$ cat config.mk
export PLATFORM = sky130hd
export DESIGN_NAME = unsigned_restoring_divider_top
export DESIGN_NICKNAME = d
export VERILOG_FILES = /design/src/rtl/urd_pkg.sv /design/src/rtl/urd_ctrl.sv /design/src/rtl/urd_dpath.sv /design/src/rtl/unsigned_restoring_divider_top.sv
export SDC_FILE = /design/constraint.sdc
export NUM_CORES = 1
export LEC_CHECK = 0
export ABC_AREA = 1
export BUFFER_PORTS_ARGS = -buffer_cell sky130_fd_sc_hd__buf_2
export CAP_MARGIN = 0
export CORE_ASPECT_RATIO = 1.75
export CORE_MARGIN = 4
export CORE_UTILIZATION = 58
export CTS_CLUSTER_DIAMETER = 50
export DETAILED_ROUTE_END_ITERATION = 10
export PLACE_DENSITY = 0.81
export SLEW_MARGIN = 40
export SYNTH_ARGS = -nofsm -noshare
export SYNTH_HDL_FRONTEND = slang
export SYNTH_SLANG_ARGS = --single-unit
$ cat constraint.sdc
create_clock -name clk -period 6.43 [get_ports clk]
set_clock_uncertainty 0.2 [all_clocks]
set_input_delay 0.643 -clock clk [delete_from_list [all_inputs] [get_ports clk]]
set_output_delay 0.643 -clock clk [all_outputs]
set_load 0.1 [all_outputs]
$ cat src/rtl/urd_pkg.sv
`timescale 1ns / 1ps
`default_nettype none
package urd_pkg;

	typedef enum logic [1:0] {
		ST_IDLE,
		ST_RUN,
		ST_HOLD
	} state_t;

	// commands from the controller to the datapath
	typedef struct packed {
		logic load;
		logic step;
		logic capture;
	} cmd_t;

endpackage
`default_nettype wire

$ cat src/rtl/urd_ctrl.sv
`timescale 1ns / 1ps
`default_nettype none
module urd_ctrl #(
	parameter int WIDTH = 32
) (
	input  wire           clk,
	input  wire           arst_n,
	input  wire           in_valid,
	output logic          in_stall,
	output logic          out_valid,
	input  wire           out_stall,
	output urd_pkg::cmd_t cmd
);

	localparam int CW = (WIDTH > 2) ? $clog2(WIDTH) : 1;

	urd_pkg::state_t state_q, state_d;
	logic [CW-1:0]   cnt_q;
	logic            out_valid_q;
	logic            out_free;
	logic            last;

	assign out_free  = !out_valid_q || !out_stall;
	assign last      = (cnt_q == '0);
	assign out_valid = out_valid_q;

	always_comb begin
		state_d = state_q;
		unique case (state_q)
			urd_pkg::ST_IDLE: begin
				if (in_valid) state_d = urd_pkg::ST_RUN;
			end
			urd_pkg::ST_RUN: begin
				if (last) state_d = out_free ? urd_pkg::ST_IDLE : urd_pkg::ST_HOLD;
			end
			urd_pkg::ST_HOLD: begin
				if (out_free) state_d = urd_pkg::ST_IDLE;
			end
			default: state_d = urd_pkg::ST_IDLE;
		endcase
	end

	always_comb begin
		in_stall    = 1'b1;
		cmd.load    = 1'b0;
		cmd.step    = 1'b0;
		cmd.capture = 1'b0;
		unique case (state_q)
			urd_pkg::ST_IDLE: begin
				in_stall = 1'b0;
				cmd.load = in_valid;
			end
			urd_pkg::ST_RUN: begin
				cmd.step    = 1'b1;
				cmd.capture = last && out_free;
			end
			urd_pkg::ST_HOLD: begin
				cmd.capture = out_free;
			end
			default: begin
				in_stall = 1'b1;
			end
		endcase
	end

	always_ff @(posedge clk or negedge arst_n) begin
		if (!arst_n) begin
			state_q     <= urd_pkg::ST_IDLE;
			cnt_q       <= '0;
			out_valid_q <= 1'b0;
		end else begin
			state_q <= state_d;
			if (cmd.load) cnt_q <= CW'(WIDTH - 1);
			else if (cmd.step && !last) cnt_q <= cnt_q - CW'(1);
			// a new result wins over the item being taken
			if (cmd.capture) out_valid_q <= 1'b1;
			else if (!out_stall) out_valid_q <= 1'b0;
		end
	end

	a_load_starts_run: assert property (@(posedge clk) disable iff (!arst_n)
		in_valid && !in_stall |=> state_q == urd_pkg::ST_RUN && cnt_q == CW'(WIDTH - 1))
		else $error("accepted item did not start a full run");

	a_no_overwrite: assert property (@(posedge clk) disable iff (!arst_n)
		cmd.capture |-> !out_valid_q || !out_stall)
		else $error("result overwritten while waiting");

	a_hold_has_result: assert property (@(posedge clk) disable iff (!arst_n)
		state_q == urd_pkg::ST_HOLD |-> out_valid_q)
		else $error("holding without a pending result");

	a_one_cmd: assert property (@(posedge clk) disable iff (!arst_n)
		!(cmd.load && cmd.step))
		else $error("load and step together");

endmodule
`default_nettype wire

$ cat src/rtl/urd_dpath.sv
`timescale 1ns / 1ps
`default_nettype none
module urd_dpath #(
	parameter int WIDTH = 32
) (
	input  wire              clk,
	input  urd_pkg::cmd_t    cmd,
	input  wire  [WIDTH-1:0] dividend,
	input  wire  [WIDTH-1:0] divisor,
	output logic [WIDTH-1:0] quotient,
	output logic [WIDTH-1:0] remainder,
	output logic             divide_by_zero
);

	logic [WIDTH-1:0] part_q, quo_q, dvs_q;
	logic             dbz_q;
	logic [WIDTH:0]   shifted;
	logic [WIDTH+1:0] diff;
	logic             fits;
	logic [WIDTH-1:0] part_next, quo_next;
	logic [WIDTH-1:0] part_sel, quo_sel;

	// quo_q starts as the dividend and takes quotient bits in at the bottom
	assign shifted   = {part_q, quo_q[WIDTH-1]};
	assign diff      = {1'b0, shifted} - {2'b00, dvs_q};
	assign fits      = !diff[WIDTH+1];
	assign part_next = fits ? diff[WIDTH-1:0] : shifted[WIDTH-1:0];
	assign quo_next  = {quo_q[WIDTH-2:0], fits};
	assign part_sel  = cmd.step ? part_next : part_q;
	assign quo_sel   = cmd.step ? quo_next : quo_q;

	always_ff @(posedge clk) begin
		if (cmd.load) begin
			part_q <= '0;
			quo_q  <= dividend;
			dvs_q  <= divisor;
			dbz_q  <= (divisor == '0);
		end else if (cmd.step) begin
			part_q <= part_next;
			quo_q  <= quo_next;
		end
		if (cmd.capture) begin
			quotient       <= dbz_q ? '0 : quo_sel;
			remainder      <= dbz_q ? '0 : part_sel;
			divide_by_zero <= dbz_q;
		end
	end

endmodule
`default_nettype wire

$ cat src/rtl/unsigned_restoring_divider_top.sv
`timescale 1ns / 1ps
`default_nettype none
// Unsigned radix-2 restoring divider: quotient and remainder of dividend / divisor,
// with divide_by_zero set and both results zero when the divisor is zero. An item first
// loads the operands, then takes one quotient bit per cycle from a single shared
// subtractor over WIDTH iterations. The result sits in an output register, so the
// next item is taken as soon as the iteration loop is free, even while the previous
// result is stalled.
module unsigned_restoring_divider_top #(
	parameter int WIDTH = 32
) (
	input  wire              clk,
	input  wire              arst_n,
	input  wire              in_valid,
	output logic             in_stall,
	input  wire  [WIDTH-1:0] dividend,
	input  wire  [WIDTH-1:0] divisor,
	output logic             out_valid,
	input  wire              out_stall,
	output logic [WIDTH-1:0] quotient,
	output logic [WIDTH-1:0] remainder,
	output logic             divide_by_zero
);

	urd_pkg::cmd_t cmd;

	urd_ctrl #(.WIDTH(WIDTH)) u_ctrl (
		.clk       (clk),
		.arst_n    (arst_n),
		.in_valid  (in_valid),
		.in_stall  (in_stall),
		.out_valid (out_valid),
		.out_stall (out_stall),
		.cmd       (cmd)
	);

	urd_dpath #(.WIDTH(WIDTH)) u_dpath (
		.clk            (clk),
		.cmd            (cmd),
		.dividend       (dividend),
		.divisor        (divisor),
		.quotient       (quotient),
		.remainder      (remainder),
		.divide_by_zero (divide_by_zero)
	);

endmodule
`default_nettype wire
; ---- Yosys cells after proc, flatten, opt, wreduce, memory -nomap -nowiden
; Cells that the tools add are included.
[op_classes]
addsub = 2
n_eq_ne = 6
n_mux = 17
n_reduce_logical = 12
[op_table]
columns = cell, n
row1 = 32-bit two-way mux, 4
row2 = 33-bit by 32-bit subtractor with 34-bit output, 1
row3 = 32-bit zero test, 1
row4 = 5-bit two-way mux, 2
row5 = 2-bit two-way mux, 4
row6 = "2-bit by 1-bit != test with 1-bit output, second input constant", 3
row7 = 2-bit one-hot mux with 3 select lines, 1
row8 = 5-bit zero test, 1
row9 = 1-bit two-way mux, 5
row10 = "5-bit by 1-bit subtractor with 5-bit output, second input constant", 1
row11 = 1-bit zero test, 4
row12 = 3-bit AND reduction, 1
row13 = "2-bit by 1-bit == test with 1-bit output, second input constant", 1
row14 = "2-bit == test, second input constant", 1
row15 = 1-bit logical AND, 2
row16 = 2-bit zero test, 1
row17 = "2-bit != test, second input constant", 1
row18 = 1-bit one-hot mux with 2 select lines, 1
row19 = 2-bit nonzero test, 1
row20 = 1-bit logical OR, 1
[totals]
register_bits = 170
in_bits = 68
output_inout_bits = 67
elab_cells = 47

; ---- Longest topological paths before layout
; Gate-level depths: netlist of run 1.
[depth]
word_depth = 5
ltp_mapped = 17
depth_no_buf = 17

; ---- Cells and area by module
; Synthesis of run 1 repeated with hierarchy kept, for this count alone.
[hier_totals]
cells_unflattened = 1178
hier_area_um2 = 9251.4
[by_module_without_submodules]
columns = mod, instances, cells_per_inst, area_per_inst_um2, seq_area_each_um2
row1 = urd_dpath, 1, 1105, 8724.6, 4224.1
row2 = urd_ctrl, 1, 73, 526.8, 200.2

; ---- Worst setup path before layout of run 1
; OpenSTA, ideal clock, no wires.
[synth_timing]
path_type = flip-flop to flip-flop
start = register u_ctrl.state_q[1]
end = register u_dpath.divide_by_zero (enable)
setup_time_ps = 488
arrival_ps = 3809
required_ps = 5742
path_slack_ps = 1932
path_stages_with_launch = 8
n_path_buf = 1
synth_period_minus_slack_ps = 4498
cell_sequence = dfrtp_1 inv_1 ha_1 clkbuf_1 inv_1 nor2_1 o21ai_0 nor2_1
[synth_rtl]
columns = item, line_no
row1 = start: declaration, urd_ctrl.sv:17  ; urd_pkg::state_t state_q, state_d;
row2 = start signal: assignment, urd_ctrl.sv:68  ; state_q <= urd_pkg::ST_IDLE;
row3 = start signal: assignment, urd_ctrl.sv:72  ; state_q <= state_d;
row4 = end signal: assignment, urd_dpath.sv:45  ; divide_by_zero <= dbz_q;
row5 = end: declaration, urd_dpath.sv:12  ; output logic divide_by_zero

; ---- Worst setup path after layout of run 1
[layout_timing]
start = register u_dpath.part_q[25]
end = register u_dpath.remainder[21], data pin
[layout_via]
elab_chain_cells = 3
[layout_lines]
columns = item, line_no
row1 = start: declaration, urd_dpath.sv:15  ; logic [WIDTH-1:0] part_q, quo_q, dvs_q;
row2 = start signal: assignment, urd_dpath.sv:39  ; part_q <= part_next;
row3 = 33-bit by 32-bit subtractor with 34-bit output, urd_dpath.sv:25  ; assign diff = {1'b0, shifted} - {2'b00, dvs_q};
row4 = 32-bit two-way mux, urd_dpath.sv:27  ; assign part_next = fits ? diff[WIDTH-1:0] : shifted[WIDTH-1:0];
row5 = 32-bit two-way mux, -
row6 = end signal: assignment, urd_dpath.sv:44  ; remainder <= dbz_q ? '0 : part_sel;
row7 = end: declaration, urd_dpath.sv:11  ; output logic [WIDTH-1:0] remainder,
; Every way passes these cells.
; A chain may end at the register's enable or synchronous reset.

==> qor.yml, run 1 <==
syn_area_sq_um: 9410
final.setup.worst_slack_ns: 3.24
synth_edf_count: 98
path_class: "reg2reg"
rows: 61
power_frac_clock_pct: 22.3
cts_setup_buffers: 0
h-tree-depth: 4
synthFlopType: "edfxtp_1"
post-route-util_pct: 68.0
avgSynthCellArea_sq_um: 8.08
combPwrFrac_pct: 43.4
finalSetupTns_ns: 0
via_per_inst: 5.47
wl_met2_mm: 13.7
routedWlPerCell_um: 17.1
wl_mm: 25.5
leakage_nw: 5.45
cts_buffers: 17
initial_core_util_pct: 59.2
synth_top_area_share_pct: 31.3
power.density_nw_per_um2: 432
gr-total-overflow: 0
die_area_sq_um: 18400
core_area_sq_um: 15900
rsz0062_at_grt: "false"
ys_warn_count: 0
max_freq_ghz: 0.313
areaGrowthSynthToFinish_pct: 14.8
crit_required_ns: 6.39
clockBufferDepth: 2
cp-start-kind: "flip-flop"
final_cell_area_sq_um: 10800
clk_latency_ns: 0.43
crit_path_end_kind: "flip-flop"
synth_cells: 1164
route.met3.wl_mm: 1.26
hp-class: "in2reg"
drc: 0
multi_input_area_sq_um: 4070
maxSlewViolCount: 0
power_switching_mw: 2.04
final_nets: 1392
drive_gt1_share_pct: 17.5
ant_nets: 0
finalHoldViolations: 0
pre_cts_slack_ns: 3.28
ctsHoldBuffers: 1
synth_nets: 1270
synth_seq_area_share_pct: 47.0
ctsRootBufferMaster: "clkbuf_16"
wl_met1_mm: 8.70
switching_share_pct: 43.7
power.internal_mw: 2.62
synth_top_area_cell: "edfxtp_1"
max_cap_viol_count: 0
worst_pin_slew_ns: 0.800
io_buffers: 134
grt_pass1_vias: 8148
first_iter_violations: 434
power_frac_seq_pct: 34.4
grt_max_degree: 72
yosys-top-cells-count: "327 x nand2_1, 178 x inv_1, 108 x nor2_1"
synth-async-reset-ratio_pct: 4.71
max-slew-margin-rel_pct: 46.5
path_clk_slew_ns: 0.07
num-fill-cells: 1343
min_period_over_period_pct: 49.6
io_pins: 135
routed.top_layer: "met4"
arrival_ns: 3.15
fp.dieW_um: 104
first_pass_iters: 5
regArea_sq_um: 4420
irDropWorstVdd_mv: 0.285
place_area_sq_um: 10200
finalPower_mw: 4.66
grt_pass1_wl_mm: 39.9
die_h_um: 176
synth.ff_latch_count: 170
post-dp-hpwl_mm: 18.9
status: "finished, final reports clean"
grtUsageTotal_pct: 27.9
clock-sinks: 170
gp_congestion: 0.999
ys_types: 47
synth_area_leaders: "edfxtp_1 31%, dfxtp_1 14%, nand2_1 13%"
cts_resized: 0
num_vias: 8138
critPathMaxFanout: 31
cts_tree: "yes"
finalSetupViolations: 0
antenna_found_initial: 0
antenna_cells: 0
period_needed_ns: 3.19
synth.most_common_cell: "nand2_1"
[flip-flops by register name (all words and copies together), names as in the netlist]
signal and cells:
u_dpath.part_q 32, u_dpath.divide_by_zero 1, u_ctrl.state_q 2, u_ctrl.out_valid 1
u_ctrl.cnt_q 5, u_dpath.dbz_q 1, u_dpath.remainder 32, u_dpath.quotient 32
u_dpath.dvs_q 32, u_dpath.quo_q 32
[final timing paths]
path | end | slack, ns | cells after the start | from
worst min register to register | u_dpath.part_q[27] | 0.33 | 2 | u_dpath.part_q[27]
worst max-delay path | u_dpath.remainder[21] | 3.24 | 11 | u_dpath.part_q[25]
max in group asynchronous | u_ctrl.cnt_q[1] | 5.46 | 2 | arst_n
worst max register to register | u_dpath.remainder[21] | 3.24 | 11 | u_dpath.part_q[25]
worst min-delay path | u_dpath.dvs_q[20] | 0.20 | 1 | divisor[20]
min in group asynchronous | u_ctrl.cnt_q[2] | 0.39 | 2 | arst_n
[kinds of logic (layout without fill, tap and decap cells)]
group	Yosys count	count (layout)	share of synthesized area, %
buffers and inverters	233	368	9.94
and+or+nand+nor	586	586	28.2
DFF	170	170	47.0
xor gates and xnor gates	15	15	1.40
muxes	28	28	2.98
AOI/OAI and AO/OA	94	94	5.31
adders and majority gates	38	38	5.13
[per-layer routing]
layer  global-route usage, %  vias to the layer above
li1                        -                     3979
met1                    27.5                     3750
met2                    52.0                      303
met3                    4.68                      106
met4                    19.9                        0
met5                       0                        -
[power by group through the flow]
stage / sequential [mW] / combinational (mW) / clock, mW
after floorplan: 1.55 / 1.55 / 0
after global placement: 1.61 / 1.94 / 0
after detailed placement: 1.62 / 1.99 / 0
after CTS: 1.60 / 2.01 / 1.04
after global routing: 1.62 / 2.26 / 1.09
final: 1.60 / 2.02 / 1.04
[cell type report]
class / count / area share [%]
Sequential cell: 170 / 41.0
Multi-Input combinational cell: 761 / 37.6
Timing Repair Buffer: 141 / 6.90
Inverter: 195 / 6.82
Clock buffer: 20 / 4.33
Tap cell: 189 / 2.19
Clock inverter: 12 / 1.15
[through the flow]
step / hold slack, ns / std cells
2_1_floorplan: 0.147 / 1164
3_3_place_gp: 0.289 / 1454
3_5_place_dp: 0.295 / 1455
4_1_cts: 0.188 / 1488
5_1_grt: 0.191 / 1488
6_report: 0.199 / 1488
[cell usage in the layout, fill, tap and decap left out, drive strengths merged]
cell type      n
a21o           1
a21oi         35
and2           3
buf          140
clkbuf        20
clkinv         9
dfrtp          8
dfxtp         64
dlygate4sd3    1
edfxtp        98
fa             1
ha            37
inv          198
mux2i         28
nand2        340
nand3         69
nand3b         7
nand4         32
nor2         114
nor3           7
nor4          12
o211ai         2
o21a           1
o21ai         52
o21bai         2
o31ai          1
or2            2
xnor2          1
xor2          14
[worst max-delay path, stage by stage, from the launching register on]
cell	delay, ns
dfxtp_1	0.45
ha_1	0.33
a21oi_1	0.34
o21ai_1	0.13
nand2_1	0.07
nand2_1	0.11
nor2_8	0.50
nand2_8	0.25
nand2_2	0.23
nor2_1	0.08
nor2_1	0.16
nor2_1	0.06
Note: power is estimated with default switching activity, not from simulation.
==> inputs of run 2 (changes only) <==
--- a/config.mk
+++ b/config.mk
@@ -5,15 +5,15 @@
 export SDC_FILE = /design/constraint.sdc
 export NUM_CORES = 1
 export LEC_CHECK = 0
-export ABC_AREA = 1
+export ABC_AREA = 0
 export BUFFER_PORTS_ARGS = -buffer_cell sky130_fd_sc_hd__buf_2
 export CAP_MARGIN = 0
 export CORE_ASPECT_RATIO = 1.75
 export CORE_MARGIN = 4
-export CORE_UTILIZATION = 58
+export CORE_UTILIZATION = 57
 export CTS_CLUSTER_DIAMETER = 50
 export DETAILED_ROUTE_END_ITERATION = 10
-export PLACE_DENSITY = 0.81
+export PLACE_DENSITY = 0.8
 export SLEW_MARGIN = 40
 export SYNTH_ARGS = -nofsm -noshare
 export SYNTH_HDL_FRONTEND = slang
==> constraint.sdc (replaced) <==
create_clock -name clk -period 3.3 [get_ports clk]
set_clock_uncertainty 0.2 [all_clocks]
set_input_delay 0.33 -clock clk [delete_from_list [all_inputs] [get_ports clk]]
set_output_delay 0.33 -clock clk [all_outputs]
set_load 0.1 [all_outputs]
==> run 2 against run 1 <==
- combinational power up 150%
- clock power grew 88%
- non-clock buffer count increased by 84
==> qor.yml, run 2 <==
num-fill-cells: 1069
path_class: "reg2reg"
ctsRootBufferMaster: "clkbuf_16"
rows: 59
synthFlopType: "edfxtp_1"
finalPower_mw: 10.1
cts_setup_buffers: 0
io_buffers: 134
initial_core_util_pct: 58.3
synth.ff_latch_count: 170
synth_edf_count: 98
max-slew-margin-rel_pct: 51.6
fp.dieW_um: 101
grtUsageTotal_pct: 25.5
ys_types: 77
drive_gt1_share_pct: 22.4
rr_startpoint: "u_dpath.dvs_q[9]"
ant_nets: 0
path_cells: "inv_1 -> ha_1 -> and4_1 -> nand3_1 -> o22ai_2 -> a211oi_2 -> o21ba_4 -> buf_12 -> mux2_2 -> mux2i_1 -> nor2_1"
first_pass_iters: 5
h-tree-depth: 4
power.density_nw_per_um2: 926
path_clk_slew_ns: 0.08
min_from: "in_valid"
hp-class: "in2reg"
synth-async-reset-ratio_pct: 4.71
ys_warn_count: 0
routedWlPerCell_um: 17.4
crit_path_end_kind: "flip-flop"
post-route-util_pct: 73.4
cp_slowest_cell: "ha_1"
final_cell_mix: "137 x nor2_1, 134 x buf_2, 98 x edfxtp_1"
areaGrowthSynthToFinish_pct: 26.0
gr-total-overflow: 0
clock-sinks: 170
worst_pin_slew_ns: 0.726
min_period_over_period_pct: 96.7
holdWs_ns: 0.0356
finalSetupViolations: 0
finalSetupTns_ns: 0
grt_max_degree: 73
cts_buffers: 17
yosys-top-cells-count: "139 x nor2_1, 98 x edfxtp_1, 76 x a21oi_1"
r2r_end: "u_dpath.remainder[10]"
clockBufferDepth: 2
mostFrequentLayoutCell: "nor2_1"
synth_top_area_share_pct: 33.9
maxSlewViolCount: 0
arrival_ns: 3.18
finalHoldViolations: 0
num_vias: 7189
io_pins: 135
die_area_sq_um: 17400
r2r_setup_slack_ns: 0.11
critPathMaxFanout: 15
status: "finished, final reports clean"
leakage_nw: 4.64
antenna_found_initial: 0
irDropWorstVdd_mv: 0.522
max_cap_viol_count: 0
post-dp-hpwl_mm: 14.5
synth_top_area_cell: "edfxtp_1"
holdPathEnd: "u_ctrl.state_q[0]"
die_h_um: 171
cts_tree: "yes"
cp_top_family: "compound AO/OA/AOI/OAI gates"
max_freq_ghz: 0.313
clk_latency_ns: 0.43
synth_seq_area_share_pct: 50.9
core_area_sq_um: 14900
worstHoldPathCells: 3
cpPeakStageDelay_ns: 0.41
first_iter_violations: 460
gp_congestion: 0.953
worstRegToRegCells: 11
rsz0062_at_grt: "false"
syn_area_sq_um: 8690
synth_cells: 844
crit_buf_inv: 2
period_needed_ns: 3.19
synth_nets: 950
grt_pass1_vias: 7315
grt_pass1_wl_mm: 34.9
via_per_inst: 5.77
final_nets: 1154
drc: 0
avgSynthCellArea_sq_um: 10.3
wl_mm: 21.7
synth.most_common_cell: "nor2_1"
crit_required_ns: 3.29
synth_area_leaders: "edfxtp_1 34%, dfxtp_1 15%, nor2_1 6.0%"
cp-start-kind: "flip-flop"
## run 2: power breakdown
part           internal [mW]  leakage (nW)  switching, mW
registers               2.87          1.53          0.327
logic                   2.11          2.83           2.87
clock network           1.01         0.281          0.945
total                   5.99          4.64           4.14
## run 2: how the worst max path moves through the flow
| stage | start | endpoint | slack (ns) | depth (start not counted) |
|---|---|---|---|---|
| 6_report | u_dpath.dvs_q[9] | u_dpath.remainder[10] | 0.11 | 11 |
| 5_1_grt | u_dpath.dvs_q[26] | u_dpath.remainder[18] | 0.03 | 11 |
| 4_1_cts | u_dpath.quo_q[31] | u_dpath.remainder[26] | 0.05 | 12 |
| 3_5_place_dp | u_dpath.quo_q[31] | u_dpath.remainder[26] | 0.05 | 12 |
| 3_3_place_gp | u_dpath.quo_q[31] | u_dpath.remainder[26] | 0.11 | 12 |
| 2_1_floorplan | u_ctrl.cnt_q[0] | u_dpath.divide_by_zero | 0.09 | 6 |
## run 2: layout make-up
type | count | area (sq um) | area share, %
Antenna cell | 1 | 2.50 | 0.0229
Clock buffer | 18 | 429 | 3.92
Clock inverter | 14 | 149 | 1.36
Inverter | 43 | 161 | 1.47
Multi-Input combinational cell | 591 | 3970 | 36.3
Sequential cell | 170 | 4420 | 40.4
Tap cell | 183 | 229 | 2.09
Timing Repair Buffer | 225 | 1580 | 14.4
## run 2: cells by family (layout without fill, tap and decap cells)
group	count (synthesis)	count (layout)	synth area share, %
AND/OR/NAND/NOR	274	274	14.6
AO/OA/AOI/OAI	186	186	14.3
flip-flops	170	170	50.9
buffers and inverters	83	300	4.06
multiplexers	64	64	7.56
adder cells (fa/ha/maj)	38	38	5.56
XOR/XNOR	29	29	2.92
other	0	1	0
## run 2: worst reg2reg max path, delay by kind of cell, from the launching register on
kind,cells,cell delay (ns)
AOI/OAI and AO/OA,3,0.73
adders and majority gates,1,0.41
DFF,1,0.35
buffers and inverters,2,0.21
muxes,2,0.58
and+or+nand+nor,3,0.47
## run 2: repair_timing
| item | CTS | global route |
|---|---|---|
| setup endpoints to repair | 0 | 11 |
| hold endpoints to repair | 73 | 0 |
| hold buffers | 66 | 0 |
| gates resized for setup | 0 | 8 |
## run 2: per-stage QoR
step                      instances  setup slack (ns)  area (sq um)
after floorplan                 844            0.0948          8700
after global placement         1146             0.106          9670
after detailed placement       1146            0.0492          9670
after CTS                      1244            0.0528         10900
after global routing           1244            0.0265         10900
final                          1245             0.109         10900
## run 2: metal layers
metal	track usage, %	vias to the layer above	part of all wire [%]
met1	28.1	3394	38
met5	0	-	0
met2	46.9	261	53
met4	12.6	0	4.1
li1	-	3468	-
met3	3.61	66	5.3
==> inputs of run 3 (changes only) <==
--- a/config.mk
+++ b/config.mk
@@ -17,4 +17,5 @@
 export SLEW_MARGIN = 40
 export SYNTH_ARGS = -nofsm -noshare
 export SYNTH_HDL_FRONTEND = slang
+export SYNTH_HIERARCHICAL = 1
 export SYNTH_SLANG_ARGS = --single-unit
==> run 3 against run 2 <==
- fmax is 0.70% higher
- sequential share of layout area is 2.0 points lower
- die area rose by 2.2%
- routed wire length up 11%
- non-clock buffer count increased by 36
==> qor.yml, run 3 <==
status: "finished, final reports clean"
r2r_end: "u_dpath/remainder[28]"
synth_area_leaders: "edfxtp_1 33%, dfxtp_1 14%, mux2_2 7.7%"
rr_startpoint: "u_dpath/dvs_q[16]"
worst_pin_slew_ns: 0.745
rows: 60
cts_buffers: 17
antenna_found_initial: 1
core_area_sq_um: 15300
cts_tree: "yes"
final_cell_area_sq_um: 11500
synth.most_common_cell: "edfxtp_1"
final_cell_mix: "134 x buf_2, 98 x edfxtp_1, 66 x dlygate4sd3_1"
areaGrowthSynthToFinish_pct: 29.5
leakage_nw: 4.83
grtUsageTotal_pct: 27.6
synth_nets: 934
irDropWorstVdd_mv: 0.622
power.density_nw_per_um2: 986
drive_gt1_share_pct: 30.0
gr-total-overflow: 0
r2r_setup_slack_ns: 0.13
clock-sinks: 170
min_period_over_period_pct: 96.0
worstRegToRegCells: 10
grt_max_degree: 83
via_per_inst: 5.89
synth_seq_area_share_pct: 49.7
clk_latency_ns: 0.43
place_area_sq_um: 10100
hp-class: "in2async"
die_area_sq_um: 17700
synth_cells: 828
die_h_um: 173
clockBufferDepth: 2
synth.ff_latch_count: 170
wl_mm: 24.1
cp-endpoint: "u_dpath/remainder[28]"
io_buffers: 134
gp_congestion: 0.954
critPathMaxFanout: 6
dp_cells: 1162
arrival_ns: 3.27
initial_core_util_pct: 58.1
first_pass_iters: 5
ys_warn_count: 6
path_class: "reg2reg"
ctsRootBufferMaster: "clkbuf_16"
ant_nets: 0
synth_top_area_share_pct: 33.1
synth_edf_count: 98
critPathLaunch: "u_dpath/dvs_q[16]"
routedWlPerCell_um: 19.1
cp-start-kind: "flip-flop"
grt_pass1_vias: 7611
crit_path_end_kind: "flip-flop"
crit_required_ns: 3.40
finalHoldViolations: 0
syn_area_sq_um: 8890
max-slew-margin-rel_pct: 50.3
period_needed_ns: 3.17
fin_cells: 1262
h-tree-depth: 4
fp.dieW_um: 102
drc: 0
grt_pass1_wl_mm: 38.2
avgSynthCellArea_sq_um: 10.7
ys_types: 65
final_nets: 1168
synthFlopType: "edfxtp_1"
max_freq_ghz: 0.316
post-dp-hpwl_mm: 16.5
path_clk_slew_ns: 0.08
num_vias: 7429
first_iter_violations: 446
mostFrequentLayoutCell: "buf_2"
io_pins: 135
maxSlewViolCount: 0
rsz0062_at_grt: "true"
yosys-top-cells-count: "98 x edfxtp_1, 64 x dfxtp_1, 61 x mux2_2"
max_cap_viol_count: 0
finalSetupViolations: 0
synth_top_area_cell: "edfxtp_1"
synth-async-reset-ratio_pct: 4.71
run 3: cell types whose count changed after synthesis, moves of 18 or more:
cell and change:
nor2_1 -92, mux2_2 +48, a21oi_1 -37, a211oi_1 +33
and2_1 +33, mux2i_1 -32, inv_1 +18
run 3: worst min path at each step:
stage | endpoint | slack [ns] | cells after the start
6_report | u_ctrl/out_valid | 0.06 | 2
5_1_grt | u_ctrl/out_valid | 0.07 | 2
4_1_cts | u_ctrl/out_valid | 0.07 | 2
3_5_place_dp | u_ctrl/out_valid | -0.01 | 1
3_3_place_gp | u_ctrl/out_valid | -0.01 | 1
2_1_floorplan | u_ctrl/cnt_q[0] | -0.17 | 0
run 3: stage by stage:
step	hold WS, ns	power [mW]	util, %	setup WS, ns	setup TNS, ns
3_3_place_gp	-0.0133	8.84	66.0	-0.0397	-0.0397
4_1_cts	0.0664	11.1	74.4	0.0594	0
6_report	0.0633	11.4	75.2	0.132	0
3_5_place_dp	-0.0139	8.96	66.0	-0.0573	-0.0607
2_1_floorplan	-0.166	7.24	-	0.259	0
5_1_grt	0.0690	12.1	75.2	-0.00196	-0.00196
run 3: cells by family after synthesis:
logic type	Yosys count	share of synthesized area, %
compound gates	183	14.4
buf+inv	105	4.75
simple gates	226	13.2
xor+xnor	25	2.46
fa+ha+maj	38	5.43
flops	170	49.7
mux	81	9.99
run 3: routing by layer:
metal | up-vias | wire length, um | track usage, %
met2 | 275 | 12700 | 47.9
met4 | 0 | 1410 | 16.0
met1 | 3519 | 8720 | 30.3
li1 | 3553 | - | -
met3 | 82 | 1260 | 5.48
met5 | - | 0 | 0
run 3: area by class of cell:
type,count,area [sq um]
Multi-Input combinational cell,553,4180
Antenna cell,1,2.50
Clock buffer,17,425
Fill cell,1093,3800
Clock inverter,15,184
Sequential cell,170,4420
Tap cell,186,233
Timing Repair Buffer,261,1850
Inverter,59,223
run 3: worst max-delay path, stage by stage, from the launching register on:
cell      delay (ns)
edfxtp_1        0.35
inv_1           0.05
ha_2            0.39
nand2_1         0.10
or4_1           0.49
or3_1           0.36
and4_4          0.23
or4_1           0.49
o41ai_1         0.12
o211ai_1        0.17
nand2_1         0.10
run 3: power breakdown:
group	total (mW)	switching [mW]	internal (mW)
Sequential	3.27	0.358	2.91
Clock	2.03	0.995	1.03
Combinational	6.06	3.26	2.80
run 3: timing repair:
action | CTS | global route
setup endpoints to repair | 2 | 25
endpoints found under the hold margin | 74 | 0
resized for setup | 2 | 25
buffers inserted | 0 | 1
hold buffers | 66 | 0
pin swaps | 0 | 6
